--- config.mk ---
export PLATFORM = sky130hd
export DESIGN_NAME = i2c_bit_phase_master_core
export DESIGN_NICKNAME = d
export VERILOG_FILES = /design/src/rtl/ibpm_pkg.sv /design/src/rtl/ibpm_fifo.sv /design/src/rtl/ibpm_front.sv /design/src/rtl/ibpm_back.sv /design/src/rtl/i2c_bit_phase_master_core.sv
export SDC_FILE = /design/constraint.sdc
export NUM_CORES = 1
export LEC_CHECK = 0
export ABC_AREA = 1
export ABC_CLOCK_PERIOD_IN_PS = 2800
export BUFFER_PORTS_ARGS = -buffer_cell sky130_fd_sc_hd__buf_2
export CORE_ASPECT_RATIO = 1.1
export CORE_MARGIN = 2
export CORE_UTILIZATION = 52
export DETAILED_ROUTE_END_ITERATION = 8
export GPL_TIMING_DRIVEN = 0
export PLACE_DENSITY = 0.74
export SLEW_MARGIN = 20
export SYNTH_ARGS = -nofsm -noshare
export SYNTH_HDL_FRONTEND = slang
export SYNTH_SLANG_ARGS = --single-unit
--- constraint.sdc ---
create_clock -name clk_i -period 2.8 [get_ports clk_i]
set_clock_uncertainty 0.1 [all_clocks]
set_input_delay 0.28 -clock clk_i [delete_from_list [all_inputs] [get_ports clk_i]]
set_output_delay 0.28 -clock clk_i [all_outputs]
set_load 0.01 [all_outputs]
--- src/rtl/ibpm_pkg.sv ---
// Package for the I2C bit-phase master: command codes, item structs and phase tables.
// No dependencies; imported by every module of the block except ibpm_fifo.
package ibpm_pkg;

  localparam int unsigned BITS_PER_BYTE = 8;

  // APB register map (byte address bit 2 selects the register word)
  localparam logic REG_PHASE_TICKS = 1'b0;

  typedef enum logic [2:0] {
    CMD_IDLE  = 3'd0,
    CMD_START = 3'd1,
    CMD_STOP  = 3'd2,
    CMD_SEND  = 3'd3,
    CMD_RECV  = 3'd4,
    CMD_SACK  = 3'd5,
    CMD_RACK  = 3'd6
  } cmd_e;

  typedef struct packed {
    logic [2:0] opcode;
    logic [7:0] write_byte;
    logic       ack_to_send;
    logic       sda_in;
  } in_item_t;

  typedef struct packed {
    logic       scl_level;
    logic       sda_level;
    logic       busy_res;
    logic       done_res;
    logic [7:0] read_byte;
    logic       ack_received;
    logic       rejected;
  } out_item_t;

  // classified request as queued between front and back
  typedef struct packed {
    logic       is_cmd;
    cmd_e       cmd;
    logic [7:0] write_byte;
    logic       ack_to_send;
    logic       sda_in;
  } cls_item_t;

  // front/back queue handshake
  typedef struct packed {
    logic valid;
  } q_ctl_t;

  // index of the final phase of each command
  function automatic logic [4:0] last_phase(cmd_e cmd);
    logic [4:0] res;
    unique case (cmd)
      CMD_START: res = 5'd3;
      CMD_STOP:  res = 5'd2;
      CMD_SEND:  res = 5'(3 * BITS_PER_BYTE - 1);
      CMD_RECV:  res = 5'(3 * BITS_PER_BYTE);
      CMD_SACK:  res = 5'd2;
      CMD_RACK:  res = 5'd3;
      default:   res = 5'd0;
    endcase
    return res;
  endfunction

endpackage

--- src/rtl/ibpm_fifo.sv ---
// Small register-based FIFO used for the request and result queues.
// No package dependencies.
module ibpm_fifo #(
  parameter int unsigned WIDTH = 8,
  parameter int unsigned DEPTH = 2
) (
  input  logic             clk_i,
  input  logic             rst_ni,
  input  logic             wr_en_i,
  input  logic [WIDTH-1:0] wr_data_i,
  input  logic             rd_en_i,
  output logic [WIDTH-1:0] rd_data_o,
  output logic             full_o,
  output logic             empty_o
);

  localparam int unsigned PW = (DEPTH > 1) ? $clog2(DEPTH) : 1;
  localparam int unsigned CW = $clog2(DEPTH + 1);

  logic [WIDTH-1:0] mem_q [DEPTH];
  logic [PW-1:0]    wr_ptr_q, wr_ptr_d, rd_ptr_q, rd_ptr_d;
  logic [CW-1:0]    cnt_q, cnt_d;
  logic             do_wr, do_rd;

  assign full_o    = (cnt_q == CW'(DEPTH));
  assign empty_o   = (cnt_q == '0);
  assign do_wr     = wr_en_i && !full_o;
  assign do_rd     = rd_en_i && !empty_o;
  assign rd_data_o = mem_q[rd_ptr_q];

  always_comb begin
    wr_ptr_d = wr_ptr_q;
    rd_ptr_d = rd_ptr_q;
    cnt_d    = cnt_q;
    if (do_wr) begin
      wr_ptr_d = (wr_ptr_q == PW'(DEPTH - 1)) ? '0 : wr_ptr_q + PW'(1);
    end
    if (do_rd) begin
      rd_ptr_d = (rd_ptr_q == PW'(DEPTH - 1)) ? '0 : rd_ptr_q + PW'(1);
    end
    if (do_wr && !do_rd) begin
      cnt_d = cnt_q + CW'(1);
    end else if (do_rd && !do_wr) begin
      cnt_d = cnt_q - CW'(1);
    end
  end

  always_ff @(posedge clk_i or negedge rst_ni) begin
    if (!rst_ni) begin
      wr_ptr_q <= '0;
      rd_ptr_q <= '0;
      cnt_q    <= '0;
    end else begin
      wr_ptr_q <= wr_ptr_d;
      rd_ptr_q <= rd_ptr_d;
      cnt_q    <= cnt_d;
    end
  end

  always_ff @(posedge clk_i) begin
    if (do_wr) begin
      mem_q[wr_ptr_q] <= wr_data_i;
    end
  end

endmodule

--- src/rtl/ibpm_front.sv ---
// Front end: takes input requests, decodes the opcode and queues the classified request.
// Depends on ibpm_pkg and ibpm_fifo.
module ibpm_front
  import ibpm_pkg::*;
#(
  parameter int unsigned DEPTH = 2
) (
  input  logic      clk_i,
  input  logic      rst_ni,
  input  logic      push_i,
  output logic      full_o,
  input  in_item_t  in_data_i,
  input  logic      take_i,
  output q_ctl_t    q_ctl_o,
  output cls_item_t entry_o
);

  cls_item_t cls;
  logic      q_empty;

  always_comb begin
    cls.write_byte  = in_data_i.write_byte;
    cls.ack_to_send = in_data_i.ack_to_send;
    cls.sda_in      = in_data_i.sda_in;
    unique case (in_data_i.opcode) inside
      CMD_START, CMD_STOP, CMD_SEND, CMD_RECV, CMD_SACK, CMD_RACK: begin
        cls.is_cmd = 1'b1;
        cls.cmd    = cmd_e'(in_data_i.opcode);
      end
      // plain tick, opcode seven counts as one too
      default: begin
        cls.is_cmd = 1'b0;
        cls.cmd    = CMD_IDLE;
      end
    endcase
  end

  ibpm_fifo #(
    .WIDTH ($bits(cls_item_t)),
    .DEPTH (DEPTH)
  ) u_req_q (
    .clk_i     (clk_i),
    .rst_ni    (rst_ni),
    .wr_en_i   (push_i),
    .wr_data_i (cls),
    .rd_en_i   (take_i),
    .rd_data_o (entry_o),
    .full_o    (full_o),
    .empty_o   (q_empty)
  );

  assign q_ctl_o.valid = !q_empty;

endmodule

--- src/rtl/ibpm_back.sv ---
// Back end: runs the command phase sequencer on queued requests and queues one result each.
// Depends on ibpm_pkg and ibpm_fifo.
module ibpm_back
  import ibpm_pkg::*;
#(
  parameter int unsigned DEPTH = 2
) (
  input  logic      clk_i,
  input  logic      rst_ni,
  input  logic [15:0] phase_ticks_i,
  input  q_ctl_t    q_ctl_i,
  input  cls_item_t entry_i,
  output logic      take_o,
  output logic      empty_o,
  input  logic      pop_i,
  output out_item_t out_data_o
);

  cmd_e        cmd_q, cmd_d;
  logic [4:0]  phase_q, phase_d;
  logic [1:0]  slot_q, slot_d;    // bit slot within the current SDA/SCL/SCL group (SCL/sample/SCL when receiving)
  logic [15:0] tick_q, tick_d;
  logic [7:0]  tx_q, tx_d, rx_q, rx_d;
  logic        ack_q, ack_d, scl_q, scl_d, sda_q, sda_d;
  logic        done, rej;
  logic        out_full;
  logic [15:0] pt;
  logic [16:0] tick_inc;
  logic [4:0]  p_next;
  logic [1:0]  s_next;
  out_item_t   res;

  assign take_o   = q_ctl_i.valid && !out_full;
  assign pt       = (phase_ticks_i == '0) ? 16'd1 : phase_ticks_i;
  assign tick_inc = {1'b0, tick_q} + 17'd1;
  assign p_next   = phase_q + 5'd1;
  assign s_next   = (slot_q == 2'd2) ? 2'd0 : slot_q + 2'd1;

  always_comb begin
    cmd_d   = cmd_q;
    phase_d = phase_q;
    slot_d  = slot_q;
    tick_d  = tick_q;
    tx_d    = tx_q;
    rx_d    = rx_q;
    ack_d   = ack_q;
    scl_d   = scl_q;
    sda_d   = sda_q;
    done    = 1'b0;
    rej     = 1'b0;
    if (entry_i.is_cmd) begin
      if (cmd_q != CMD_IDLE) begin
        rej = 1'b1;
      end else begin
        cmd_d   = entry_i.cmd;
        phase_d = '0;
        tick_d  = '0;
        slot_d  = 2'd0;
        // first phase acts on the accepting request
        case (entry_i.cmd)
          CMD_STOP: sda_d = 1'b0;
          CMD_SEND: begin
            sda_d = entry_i.write_byte[7];
            tx_d  = {entry_i.write_byte[6:0], 1'b0};
          end
          CMD_RECV: begin
            sda_d  = 1'b1;
            rx_d   = '0;
            slot_d = 2'd2;  // leading SDA release, groups start on the next phase
          end
          CMD_SACK: sda_d = entry_i.ack_to_send;
          default:  sda_d = 1'b1;
        endcase
      end
    end else if (cmd_q != CMD_IDLE) begin
      tick_d = tick_inc[15:0];
      if (tick_inc >= {1'b0, pt}) begin
        tick_d = '0;
        if (phase_q == last_phase(cmd_q)) begin
          cmd_d   = CMD_IDLE;
          phase_d = '0;
          done    = 1'b1;
        end else begin
          phase_d = p_next;
          slot_d  = s_next;
          case (cmd_q)
            CMD_START: begin
              if (p_next == 5'd1) scl_d = 1'b1;
              else if (p_next == 5'd2) sda_d = 1'b0;
              else scl_d = 1'b0;
            end
            CMD_STOP: begin
              if (p_next == 5'd1) scl_d = 1'b1;
              else sda_d = 1'b1;
            end
            CMD_SEND: begin
              if (s_next == 2'd0) begin
                sda_d = tx_q[7];
                tx_d  = {tx_q[6:0], 1'b0};
              end else begin
                scl_d = (s_next == 2'd1);
              end
            end
            CMD_RECV: begin
              if (s_next == 2'd1) rx_d = {rx_q[6:0], entry_i.sda_in};
              else scl_d = (s_next == 2'd0);
            end
            CMD_SACK: scl_d = (p_next == 5'd1);
            CMD_RACK: begin
              if (p_next == 5'd2) ack_d = entry_i.sda_in;
              else scl_d = (p_next == 5'd1);
            end
            default: ;
          endcase
        end
      end
    end
  end

  always_comb begin
    res.scl_level    = scl_d;
    res.sda_level    = sda_d;
    res.busy_res     = (cmd_d != CMD_IDLE);
    res.done_res     = done;
    res.read_byte    = rx_d;
    res.ack_received = ack_d;
    res.rejected     = rej;
  end

  always_ff @(posedge clk_i or negedge rst_ni) begin
    if (!rst_ni) begin
      cmd_q   <= CMD_IDLE;
      phase_q <= '0;
      slot_q  <= '0;
      tick_q  <= '0;
      tx_q    <= '0;
      rx_q    <= '0;
      ack_q   <= 1'b1;
      scl_q   <= 1'b1;
      sda_q   <= 1'b1;
    end else if (take_o) begin
      cmd_q   <= cmd_d;
      phase_q <= phase_d;
      slot_q  <= slot_d;
      tick_q  <= tick_d;
      tx_q    <= tx_d;
      rx_q    <= rx_d;
      ack_q   <= ack_d;
      scl_q   <= scl_d;
      sda_q   <= sda_d;
    end
  end

  ibpm_fifo #(
    .WIDTH ($bits(out_item_t)),
    .DEPTH (DEPTH)
  ) u_res_q (
    .clk_i     (clk_i),
    .rst_ni    (rst_ni),
    .wr_en_i   (take_o),
    .wr_data_i (res),
    .rd_en_i   (pop_i),
    .rd_data_o (out_data_o),
    .full_o    (out_full),
    .empty_o   (empty_o)
  );

endmodule

--- src/rtl/i2c_bit_phase_master_core.sv ---
// Top level of the I2C bit-phase master: APB config register, front decoder, back sequencer.
// Depends on ibpm_pkg, ibpm_front, ibpm_back.
//
//   channel   dir  handshake              payload
//   request   in   push / full            in_data_i  (in_item_t)
//   result    out  empty / pop            out_data_o (out_item_t)
//   config    in   APB psel/penable/...   phase_ticks at byte address 0
//
// One request per cycle while the result queue has room; both queues are registered.
// The back sequencer updates its phase state once per request, the only loop.
// Reset empties both queues and restores idle state and phase_ticks = 1.
// A full result queue stalls the sequencer; the request queue then fills and raises full.
module i2c_bit_phase_master_core
  import ibpm_pkg::*;
#(
  parameter int unsigned REQ_DEPTH = 2,
  parameter int unsigned RES_DEPTH = 2
) (
  input  logic        clk_i,
  input  logic        rst_ni,
  input  logic        push,
  output logic        full,
  input  in_item_t    in_data_i,
  output logic        empty,
  input  logic        pop,
  output out_item_t   out_data_o,
  input  logic        psel,
  input  logic        penable,
  input  logic        pwrite,
  input  logic [2:0]  paddr,
  input  logic [31:0] pwdata,
  output logic [31:0] prdata,
  output logic        pready
);

  logic [15:0] phase_ticks_q;
  logic        cfg_wr;
  q_ctl_t      q_ctl;
  cls_item_t   entry;
  logic        take;

  assign pready = 1'b1;
  assign cfg_wr = psel && penable && pwrite && (paddr[2] == REG_PHASE_TICKS);
  assign prdata = (paddr[2] == REG_PHASE_TICKS) ? {16'b0, phase_ticks_q} : '0;

  always_ff @(posedge clk_i or negedge rst_ni) begin
    if (!rst_ni) begin
      phase_ticks_q <= 16'd1;
    end else if (cfg_wr) begin
      phase_ticks_q <= pwdata[15:0];
    end
  end

  ibpm_front #(
    .DEPTH (REQ_DEPTH)
  ) u_front (
    .clk_i     (clk_i),
    .rst_ni    (rst_ni),
    .push_i    (push),
    .full_o    (full),
    .in_data_i (in_data_i),
    .take_i    (take),
    .q_ctl_o   (q_ctl),
    .entry_o   (entry)
  );

  ibpm_back #(
    .DEPTH (RES_DEPTH)
  ) u_back (
    .clk_i         (clk_i),
    .rst_ni        (rst_ni),
    .phase_ticks_i (phase_ticks_q),
    .q_ctl_i       (q_ctl),
    .entry_i       (entry),
    .take_o        (take),
    .empty_o       (empty),
    .pop_i         (pop),
    .out_data_o    (out_data_o)
  );

endmodule

# Word level (Yosys, flattened, before mapping)
# Memory sizes are Yosys's and may differ from the RTL's.
# Index checks and enable logic that the tools add are counted.
dict set report totals {
  out_inout_bits 49
  mem_bits_rw 56
  elab_cells 186
  n_memories 2
  inputBits 55
  reg_bits 69
}
# name words word_bits read_ports rd_ports_with_merged_regs wr line_no
set memory_table {}
lappend memory_table {u_back.u_res_q.mem_q 2 14 1 0 1 ibpm_fifo.sv:20} ;# logic [WIDTH-1:0] mem_q [DEPTH];
lappend memory_table {u_front.u_req_q.mem_q 2 14 1 0 1 ibpm_fifo.sv:20}
dict set report op_classes {
  n_eq_ne 25
  muxes 90
  n_reduce_logical 40
  order_cmp 1
  bitwise 1
  addsub 11
}
# cell count
set op_table {}
lappend op_table {{$mux W8} 16}
lappend op_table {{$mux W16} 6}
lappend op_table {{$mux W5} 8}
lappend op_table {{$mux W1} 39}
lappend op_table {{$eq A3 B3 Y1 const B} 8}
lappend op_table {{$mux W2} 11}
lappend op_table {{$pmux W5 S4} 1}
lappend op_table {{$eq A3 B2 Y1 const B} 6}
lappend op_table {{$add A16 B1 Y17 const B} 1}
lappend op_table {{$ge A17 B16 Y1} 1}
lappend op_table {{$logic_not A16 Y1} 1}
lappend op_table {{$mux W3} 5}
lappend op_table {{$reduce_bool A2 Y1} 7}
lappend op_table {{$logic_and A1 B1 Y1} 12}
lappend op_table {{$logic_not A1 Y1} 8}
lappend op_table {{$reduce_and A8 Y1} 1}
lappend op_table {{$add A2 B1 Y2 const B} 3}
lappend op_table {{$eq A2 B2 Y1 const B} 3}
lappend op_table {{$eq A3 B1 Y1 const B} 2}
lappend op_table {{$logic_not A2 Y1} 3}
lappend op_table {{$pmux W1 S3} 2}
lappend op_table {{$pmux W1 S6} 1}
lappend op_table {{$reduce_bool A3 Y1} 2}
lappend op_table {{$reduce_or A6 Y1} 1}
lappend op_table {{14 further kinds} 20}

# Logic depth before layout (Yosys ltp)
# Gate-level depths: netlist (run 1).
dict set report logic_depth {
  depth_word 12
  depth_mapped 25
  ltp_nobuf 24
}

# Hierarchy
# A second synthesis (run 1) with hierarchy kept.
dict set report unflattened {
  cells_unflattened 944
  hier_area_um2 7449.6
}
# module area_per_inst_um2 cells_per_inst instances seq_area_each_um2
set by_module_without_submodules {}
lappend by_module_without_submodules {ibpm_back 3955.0 600 1 1104.8}
lappend by_module_without_submodules {ibpm_fifo 1256.2 105 2 940.9}
lappend by_module_without_submodules {i2c_bit_phase_master_core 939.7 125 1 401.6}
lappend by_module_without_submodules {ibpm_front 42.5 9 1 0.0}

# Least setup slack after synthesis (run 1)
# Ideal clock, no wire load.
dict set report synth_timing {
  path_kind {register to register}
  start {reg u_back.tick_q[0]}
  end {mem u_back.u_res_q.mem_q[0][11] in the netlist's numbering, data pin}
  path_slack_ns -0.210
  path_buffers 1
  t_arrival_ns 2.652
  required_time_ns 2.442
  setup_ns 0.258
  stages_incl_launch_ff 24
  cell_sequence {dfrtp_1 -> ha_1 -> nand2_1 -> nor2_1 -> inv_1 -> nor2_1 -> nand4_1 -> xor2_1 -> inv_1 -> ha_1 -> nand2_1 -> inv_1 -> nand2_1 -> nor2_1 -> a21oi_1 -> nand2_1 -> nand2_1 -> nand3_1 -> nand2_2 -> buf_2 -> o21ai_1 -> inv_1 -> nor2_1 -> nand2_1}
}
# element line_no
set synth_rtl {}
lappend synth_rtl {{start: declaration} ibpm_back.sv:22} ;# logic [15:0] tick_q, tick_d;
lappend synth_rtl {{start signal: assignment} ibpm_back.sv:145} ;# tick_q <= tick_d;
lappend synth_rtl {{end: declaration} ibpm_fifo.sv:20}

==> Implementation_results.wiki, run 1 <==
{| class="wikitable"
! Metric !! Value
|-
| Cell count after synthesis || between 800 and 900
|-
| Initial Util || ~53%
|-
| Number of top-level design ports || 104
|-
| Fmax || 0.308 GHz
|-
| Data required time at the worst endpoint || 2870 ps
|-
| Clk buf depth || 2
|-
| Worst-Margin Slew || 769 ps
|-
| Clock slew at the register clock pins of the worst setup and hold paths || ~60 ps
|-
| Setup slack of the worst register-to-register path || -450 ps
|-
| Number of DRC markers after the initial detailed-route iteration || 505
|-
| Total congestion overflow || 0
|-
| Critical Path Start Type || flop
|-
| Power share of the combinational group || about two fifths
|-
| Sequential area share after synthesis || slightly below 50%
|-
| Reported leakage power || 4.32 nW
|-
| Total inserted antenna cells || 0
|-
| Router iterations before antenna repair || 6
|-
| Post-Synthesis Mean Instance Area || ~8 um2
|-
| Routed length per placed instance || 13.4 um
|-
| Final hold slack || 15.9 ps
|-
| Syn. warnings || 0
|-
| Fin. max-slew vios || 0
|-
| Worst Hold Class || in2reg
|-
| Headroom to the max-slew limit || 48.7%
|-
| Critical path destination || u_back.u_res_q.mem_q[1][11]
|-
| Die area || 14500 um2
|-
| Clock period minus final worst setup slack || 3250 ps
|-
| TritonCTS clock tree || built
|-
| Reg-to-Reg End || u_back.u_res_q.mem_q[1][11]
|-
| Dominant synthesized flop cell || sky130_fd_sc_hd__dfrtp_1
|-
| Cell chosen for the clock root || sky130_fd_sc_hd__clkbuf_16
|-
| Number of buffers created by CTS || 17
|-
| Port buffer count || 67
|-
| Share of final-layout standard cells stronger than drive strength 1 || 19.3%
|-
| Run status || finished with violations
|-
| Count leader, synth || sky130_fd_sc_hd__nand2_1
|-
| Worst Setup Slack, final || -446 ps
|-
| Post-synthesis instance area || 7050 um2
|-
| Setup repair after global routing missed its margin || yes
|-
| Fin. Hold Viols || 0
|-
| Final layout net count || 1093
|-
| Synthesized flop and latch total || around 120
|-
| Highest fanout seen on the critical path || 5
|-
| Via Count || 6111
|-
| Source-to-sink clock delay at the later pin of the worst-skew pair || between 400 and 500 ps
|-
| Worst Setup End Kind || flop
|-
| Sequential power share || 33.1%
|-
| Cell area power density || 968 nW/um2
|-
| Count of flip-flops with a built-in enable after synthesis || 56
|-
| Routability Congestion || 0.923
|-
| Total DRC errors in the routed layout || 0
|-
| Area inside the core boundary || around 13000 um2
|-
| Share of total power in the clock network || 25.0%
|-
| Cell type with the largest total area after synthesis || sky130_fd_sc_hd__edfxtp_1
|-
| WP data arrival || ~3300 ps
|-
| Area fraction of the dominant cell type after synthesis || 23.9%
|-
| Area grow syn2layout || 22.4%
|-
| Die W || 115 um
|-
| Multi-input combinational cell area || roughly 3200 um2
|-
| Internal power || 0.00493 W
|-
| H-tree level count || 4
|-
| Clock sink total || 124
|-
| Setup CP Type || reg2reg
|-
| Ranking of synthesized cells by instance count || sky130_fd_sc_hd__nand2_1 (280), sky130_fd_sc_hd__inv_1 (104), sky130_fd_sc_hd__nor2_1 (80)
|-
| Number of routed nets with antenna violations || 0
|-
| Switching fraction of total power || 41.0%
|-
| Number of setup violations in the final report || 70
|-
| Number of vias per cell after detailed routing || between 5 and 6
|-
| Filler cell count in the final layout || 1071
|-
| MaxCap Viol Count || 0
|-
| Number of placement rows || 44
|-
| Launching instance or port of the critical path || u_back.tick_q[0]
|-
| Depth of the worst register-to-register path || 24
|-
| Wire length of the first global-routing pass || 26900 um
|-
| Hpwl dp || roughly 11000 um
|-
| Post-route fraction of the period consumed by the critical path || 116%
|-
| Vertical die dimension || 126 um
|-
| Post-route setup TNS || -23170 ps
|-
| Critical R2R Launch || u_back.tick_q[0]
|-
| DRT Wirelength || 15800 um
|-
| Failing checks || setup timing
|-
| Antenna violations before repair || 0
|-
| Leading cell types by total area after synthesis || sky130_fd_sc_hd__edfxtp_1 (24%), sky130_fd_sc_hd__dfrtp_1 (23%), sky130_fd_sc_hd__nand2_1 (15%)
|-
| Net Switching || 0.00342 W
|-
| Maximum number of pins on one net before global-route repair || 47
|-
| Global router's overall resource usage || about a quarter
|-
| Number of global-route vias before repair || 5727
|-
| Worst VDD drop || 0.590 mV
|-
| Storage cell area || between 3000 and 4000 um2
|-
| Async SR Flop Fraction || a little over half
|-
| Distinct cell type count after synthesis || 44
|}
-- worst min-delay path by stage --
stage / startpoint / to / slack [ps] / cells past startpoint
global placement: u_back.ack_q / u_back.ack_q / 360 / 2
CTS: pwdata[6] / phase_ticks_q[6] / 0.3 / 3
global route: pwdata[2] / phase_ticks_q[2] / 20 / 3
floorplan: rst_ni / phase_ticks_q[10] / -120 / 0
detailed placement: rst_ni / u_back.tick_q[9] / 110 / 1
finish: pwdata[6] / phase_ticks_q[6] / 20 / 3
-- power groups by stage --
stage / clock (W) / sequential, W / combinational, W
floorplan: 0 / 0.00272 / 0.00237
global placement: 0 / 0.00277 / 0.00320
detailed placement: 0 / 0.00278 / 0.00327
CTS: 0.00210 / 0.00276 / 0.00340
global route: 0.00219 / 0.00282 / 0.00395
finish: 0.00208 / 0.00276 / 0.00351
-- stage by stage --
step                      instance area [um2]  setup slack (ps)  std cells  util (%)  total power (W)
final                                    8630              -446       1185      65.3          0.00835
after floorplan                          7130              -103        900         -          0.00508
after global routing                     8630              -685       1185      65.3          0.00896
after global placement                   7670              -678       1128      58.0          0.00597
after CTS                                8550              -380       1183      64.7          0.00825
after detailed placement                 7710              -666       1129      58.3          0.00605
-- registers in the layout (all words and copies together) (netlist names) --
signal,flops
phase_ticks_q,16
u_back.ack_q,1
u_back.cmd_q,3
u_back.phase_q,5
u_back.rx_q,8
u_back.scl_q,1
u_back.sda_q,1
u_back.slot_q,2
u_back.tick_q,16
u_back.tx_q,7
u_back.u_res_q.cnt_q,2
u_back.u_res_q.mem_q,28
u_back.u_res_q.rd_ptr_q,1
u_back.u_res_q.wr_ptr_q,1
u_front.u_req_q.cnt_q,2
u_front.u_req_q.mem_q,28
u_front.u_req_q.rd_ptr_q,1
u_front.u_req_q.wr_ptr_q,1
-- worst max-delay path, stage by stage (launching register included) --
cell and delay, ps:
sky130_fd_sc_hd__dfrtp_1 390, sky130_fd_sc_hd__ha_2 210, sky130_fd_sc_hd__nand2_2 80, sky130_fd_sc_hd__nor2_4 130, sky130_fd_sc_hd__inv_2 60, sky130_fd_sc_hd__nor2_4 90
sky130_fd_sc_hd__nand4_1 150, sky130_fd_sc_hd__xor2_1 260, sky130_fd_sc_hd__inv_1 120, sky130_fd_sc_hd__ha_4 280, sky130_fd_sc_hd__nand2_1 50, sky130_fd_sc_hd__inv_1 60
sky130_fd_sc_hd__nand2_2 70, sky130_fd_sc_hd__nor2_1 90, sky130_fd_sc_hd__a21oi_1 70, sky130_fd_sc_hd__nand2_1 50, sky130_fd_sc_hd__nand2_1 50, sky130_fd_sc_hd__nand3_2 100
sky130_fd_sc_hd__nand2_4 80, sky130_fd_sc_hd__inv_4 80, sky130_fd_sc_hd__nand3_2 80, sky130_fd_sc_hd__nand2_2 80, sky130_fd_sc_hd__nand2_2 60, sky130_fd_sc_hd__nor2_2 130
sky130_fd_sc_hd__nand2_1 80
-- layout by cell type, fill, tap and decap left out, drive strengths merged, types with 2 or more instances in the layout --
master / count
edfxtp: 56
nand2: 291
o21ai: 52
a31oi: 7
and2: 2
dfrtp: 64
a21oi: 32
bufinv: 2
nand4: 20
a21boi: 2
ha: 27
clkinvlp: 4
nand3: 47
nand3b: 2
xor2: 15
o22ai: 9
mux2i: 2
clkinv: 5
nor3: 5
o211ai: 2
xnor2: 2
nor2: 82
buf: 106
clkbuf: 39
inv: 109
dlygate4sd3: 12
conb: 17
dfstp: 4
-- cell type report --
type / count / share of cell area (%)
Clock inverter: 11 / 1.41
Multi-Input combinational cell: 623 / 37.1
Timing Repair Buffer: 93 / 6.99
Inverter: 109 / 4.77
Tap cell: 161 / 2.33
Sequential cell: 124 / 39.3
Buffer: 43 / 3.03
Clock buffer: 21 / 5.10
-- logic make-up after synthesis --
family | synth area share [%]
AO/OA/AOI/OAI | 8.79
XOR/XNOR | 2.11
adder cells (fa/ha/maj) | 4.79
buffers and inverters | 9.37
flip-flops | 48.1
multiplexers | 0.284
other | 0.107
AND/OR/NAND/NOR | 26.5
-- layer usage --
layer / global-route usage, % / vias up / part of all wire, %
li1: - / 3075 / -
met1: 31.0 / 2833 / 44
met2: 38.1 / 172 / 49
met3: 4.38 / 31 / 4.3
met4: 8.15 / 0 / 1.9
met5: 0 / - / 0
-- repair_timing --
item                       CTS  global route
cloned                       0             1
setup endpoints to repair   70            70
pin swaps                    9             3
buffers inserted            11             1
hold buffers                12             0
hold endpoints to repair    43             0
gates resized for setup     20            19
(Power assumes the default switching activity.)
==> run 2, diff against run 1 <==
--- a/config.mk
+++ b/config.mk
@@ -6,7 +6,7 @@
 export NUM_CORES = 1
 export LEC_CHECK = 0
 export ABC_AREA = 1
-export ABC_CLOCK_PERIOD_IN_PS = 2800
+export ABC_CLOCK_PERIOD_IN_PS = 2890
 export BUFFER_PORTS_ARGS = -buffer_cell sky130_fd_sc_hd__buf_2
 export CORE_ASPECT_RATIO = 1.1
 export CORE_MARGIN = 2
@@ -14,6 +14,7 @@
 export DETAILED_ROUTE_END_ITERATION = 8
 export GPL_TIMING_DRIVEN = 0
 export PLACE_DENSITY = 0.74
+export RECOVER_POWER = 50
 export SLEW_MARGIN = 20
 export SYNTH_ARGS = -nofsm -noshare
 export SYNTH_HDL_FRONTEND = slang
==> constraint.sdc (replaced) <==
create_clock -name clk_i -period 2.89 [get_ports clk_i]
set_clock_uncertainty 0.1 [all_clocks]
set_input_delay 0.289 -clock clk_i [delete_from_list [all_inputs] [get_ports clk_i]]
set_output_delay 0.289 -clock clk_i [all_outputs]
set_load 0.01 [all_outputs]
==> run 2 against run 1 <==
Against the previous run:
- the run still ends with setup timing left
- largest power group unchanged
- cell count grew 1.4%
- sequential power is 3% lower
- critical path depth decreased by 2
- clock power grew 4%
- worst setup slack improved by 57 ps
- worst hold slack got worse by 5.8 ps
- global-route usage increased by 1.3 points
- sequential share of layout area fell by 1.5 points
==> Implementation_results.wiki, run 2 (synthesis gave the netlist of run 1 again) <==
{| class="wikitable"
! Metric !! Value
|-
| Run status || finished with violations
|-
| Failing checks || setup timing
|-
| Number of global-route vias before repair || 6152 (+7.4%)
|-
| H-tree level count || 4 (unchanged)
|-
| Number of buffers created by CTS || 17 (unchanged)
|-
| Filler cell count in the final layout || 1035 (-3.4%)
|-
| Placement-stage worst setup slack || -644 ps (+22.1 ps)
|-
| Data required time at the worst endpoint || 2960 ps (+90 ps)
|-
| Routability Congestion || 0.941 (+1.9%)
|-
| DRT Wirelength || 17200 um (+8.6%)
|-
| Clock slew at the register clock pins of the worst setup and hold paths || 60 ps (about the same)
|-
| Final Non-Filler Cells || 1202 (+1.4%)
|-
| Sequential power share || 31.5% (-1.6 points)
|-
| Cell chosen for the clock root || sky130_fd_sc_hd__clkbuf_16
|-
| Library cell contributing the largest single delay on the critical path || sky130_fd_sc_hd__dfrtp_1
|-
| Fin. Hold Viols || 0 (unchanged)
|-
| Cell area power density || 946 nW/um2 (-2.3%)
|-
| Fin. max-slew vios || 0 (unchanged)
|-
| MaxCap Viol Count || 0 (unchanged)
|-
| Area inside the core boundary || 13200 um2 (unchanged)
|-
| Total inserted antenna cells || 0 (unchanged)
|-
| Router iterations before antenna repair || 5 (-1)
|-
| Critical Path Start Type || flop
|-
| Number of top-level design ports || 104 (unchanged)
|-
| Headroom to the max-slew limit || 16.9% (-32 points)
|-
| Clock sink total || 124 (unchanged)
|-
| Share of total power in the clock network || 25.5% (+0.5 points)
|-
| Most frequent standard cell in the layout excluding fill and tap cells || sky130_fd_sc_hd__nand2_1
|-
| Number of routed nets with antenna violations || 0 (unchanged)
|-
| Worst Hold Class || in2reg
|-
| Internal power || 0.00494 W (+0.11%)
|-
| Dominant delay contributor by cell family on the critical path || simple AND/OR/NAND/NOR gates
|-
| Fmax || 0.305 GHz (-0.99%)
|-
| Clock period minus final worst setup slack || 3280 ps (+32.6 ps)
|-
| Maximum number of pins on one net before global-route repair || 47 (unchanged)
|-
| Switching fraction of total power || 41.9% (+0.92 points)
|-
| CP Buf/Inv Count || 5 (+1)
|-
| Port buffer count || 67 (unchanged)
|-
| Commonest non-fill, non-tap cells in the layout || sky130_fd_sc_hd__nand2_1 (259), sky130_fd_sc_hd__inv_1 (97), sky130_fd_sc_hd__nor2_1 (68)
|-
| Largest registers in the final layout || u_back.u_res_q.mem_q: 28 flops, u_front.u_req_q.mem_q: 28 flops
|-
| Final layout net count || 1110 (+1.6%)
|-
| Reported leakage power || 4.45 nW (+3.0%)
|-
| Source-to-sink clock delay at the later pin of the worst-skew pair || 430 ps (about the same)
|-
| Worst-Margin Slew || 1250 ps (+478 ps)
|-
| Share of the core filled with cells || 68.0% (+2.7 points)
|-
| Vertical die dimension || 126 um (unchanged)
|-
| Initial Util || 53.4% (unchanged)
|-
| Highest fanout seen on the critical path || 5 (unchanged)
|-
| Worst VDD drop || 0.681 mV (+15%)
|-
| Antenna violations before repair || 0 (unchanged)
|-
| Share of final-layout standard cells stronger than drive strength 1 || 23.6% (+4.3 points)
|-
| Hpwl dp || 11200 um (+2.3%)
|-
| Wire length of the first global-routing pass || 28300 um (+5.3%)
|-
| Post-route fraction of the period consumed by the critical path || 113% (-2.5 points)
|-
| Net Switching || 0.00356 W (+4.0%)
|-
| Setup CP Type || reg2reg
|-
| Via Count || 6356 (+4.0%)
|-
| Setup repair after global routing missed its margin || yes
|-
| Storage cell area || 3390 um2 (unchanged)
|-
| Total DRC errors in the routed layout || 0 (unchanged)
|-
| Routed length per placed instance || 14.3 um (+7.1%)
|-
| TritonCTS clock tree || built
|-
| Setup slack of the worst register-to-register path || -390 ps (+60 ps)
|-
| Critical path's largest stage delay || 370 ps (-20 ps)
|-
| Number of DRC markers after the initial detailed-route iteration || 368 (-27%)
|-
| Area grow syn2layout || 27.4%
|-
| WP data arrival || 3350 ps (+40 ps)
|-
| Series of cell instances along the critical path || ha_2 > nand2_2 > nor2_4 > buf_4 > nand3_2 > xor2_2 > inv_1 > ha_1 > nand2_1 > inv_1 > a21oi_1 > nand2_1 > nand2_1 > nand2_1 > nand2_2 > nand3_2 > buf_4 > buf_6 > nand3_1 > nand2_1 > nand3_1 > nand2_2
|-
| Total congestion overflow || 0 (unchanged)
|-
| Die area || 14500 um2 (unchanged)
|-
| Placed cell count || 1129 (unchanged)
|-
| Global router's overall resource usage || 24.6% (+1.3 points)
|-
| Number of vias per cell after detailed routing || 5.29 (+2.5%)
|-
| Multi-input combinational cell area || 3410 um2 (+6.6%)
|-
| Worst Setup End Kind || flop
|-
| Worst Setup Slack, final || -389 ps (+57.4 ps)
|-
| Clk buf depth || 2 (unchanged)
|-
| Die W || 115 um (unchanged)
|-
| Critical Path Most Common Cell || sky130_fd_sc_hd__nand2_1
|-
| Number of setup violations in the final report || 70 (unchanged)
|-
| Number of placement rows || 44 (unchanged)
|-
| Power share of the combinational group || 43.0% (+1.0 points)
|}
[run 2: cell types whose count changed in the layout (fill, tap and decap cells not counted), moves of 3 or more]
| cell | previous run | this run |
|---|---|---|
| sky130_fd_sc_hd__buf_2 | 70 | 61 |
| sky130_fd_sc_hd__nand2_2 | 18 | 27 |
| sky130_fd_sc_hd__o22ai_2 | 1 | 6 |
| sky130_fd_sc_hd__nand2_1 | 271 | 259 |
| sky130_fd_sc_hd__nor2_4 | 3 | 6 |
| sky130_fd_sc_hd__buf_4 | 29 | 46 |
| sky130_fd_sc_hd__nand3_1 | 43 | 39 |
| sky130_fd_sc_hd__clkbuf_1 | 20 | 25 |
| sky130_fd_sc_hd__inv_6 | 1 | 4 |
| sky130_fd_sc_hd__nand3_2 | 3 | 7 |
| sky130_fd_sc_hd__o22ai_1 | 8 | 2 |
| sky130_fd_sc_hd__o21ai_0 | 45 | 38 |
| sky130_fd_sc_hd__o21ai_2 | 2 | 7 |
[run 2: final timing paths]
path / start / to / cells after the start
max in group asynchronous: rst_ni / u_back.rx_q[6] / 3
setup / recovery: u_back.tick_q[1] / u_back.u_res_q.mem_q[1][12] / 22
min in group asynchronous: rst_ni / u_back.tick_q[9] / 2
setup reg to reg: u_back.tick_q[1] / u_back.u_res_q.mem_q[1][12] / 22
hold reg to reg: u_back.tx_q[5] / u_back.tx_q[5] / 2
hold / removal: pwdata[5] / phase_ticks_q[5] / 3
[run 2: worst min-delay path: stages]
cell                      delay [ps]
sky130_fd_sc_hd__buf_2            70
sky130_fd_sc_hd__nor2_1           30
sky130_fd_sc_hd__a21oi_1         100
[run 2: layout make-up]
cell class	count	share of cell area, %
multi-input cells	623	38.0
flip-flops and latches	124	37.7
repair buffers	111	7.72
clock buffers	18	4.78
inverters	109	4.71
plain buffers	42	2.94
well taps	161	2.24
clock inverters	14	1.88
[run 2: timing repair]
item                                   in CTS  in global routing
gates cloned                                3                  0
buffers inserted                           23                  6
gates resized for setup                    46                 57
setup endpoints to repair                  70                 70
endpoints found under the hold margin      45                  0
hold buffers                               12                  0
pin swaps                                  20                 17
[run 2: metrics by stage]
step                      setup TNS (ps)  instance area (um2)  total power (W)  hold slack, ps
after detailed placement          -35430                 7710          0.00589             114
after CTS                         -14280                 8760          0.00822            1.51
final                             -19850                 8980          0.00850            10.1
after global routing              -40300                 8980          0.00905            24.1
after global placement            -30280                 7670          0.00579             358
after floorplan                    -29.2                 7130          0.00492            -107
[run 2: per-layer routing]
metal	global-route usage (%)	vias up	wire [um]
met5	0	-	0
met4	9.14	0	503
met3	5.39	50	881
met2	41.0	204	8550
met1	31.3	2987	7280
li1	-	3115	-
[run 2: power by group through the flow]
stage / clock network, W / registers [W] / logic, W
after floorplan: 0 / 0.00263 / 0.00229
after global placement: 0 / 0.00268 / 0.00311
after detailed placement: 0 / 0.00270 / 0.00319
after CTS: 0.00218 / 0.00267 / 0.00338
after global routing: 0.00226 / 0.00273 / 0.00406
final: 0.00216 / 0.00268 / 0.00366
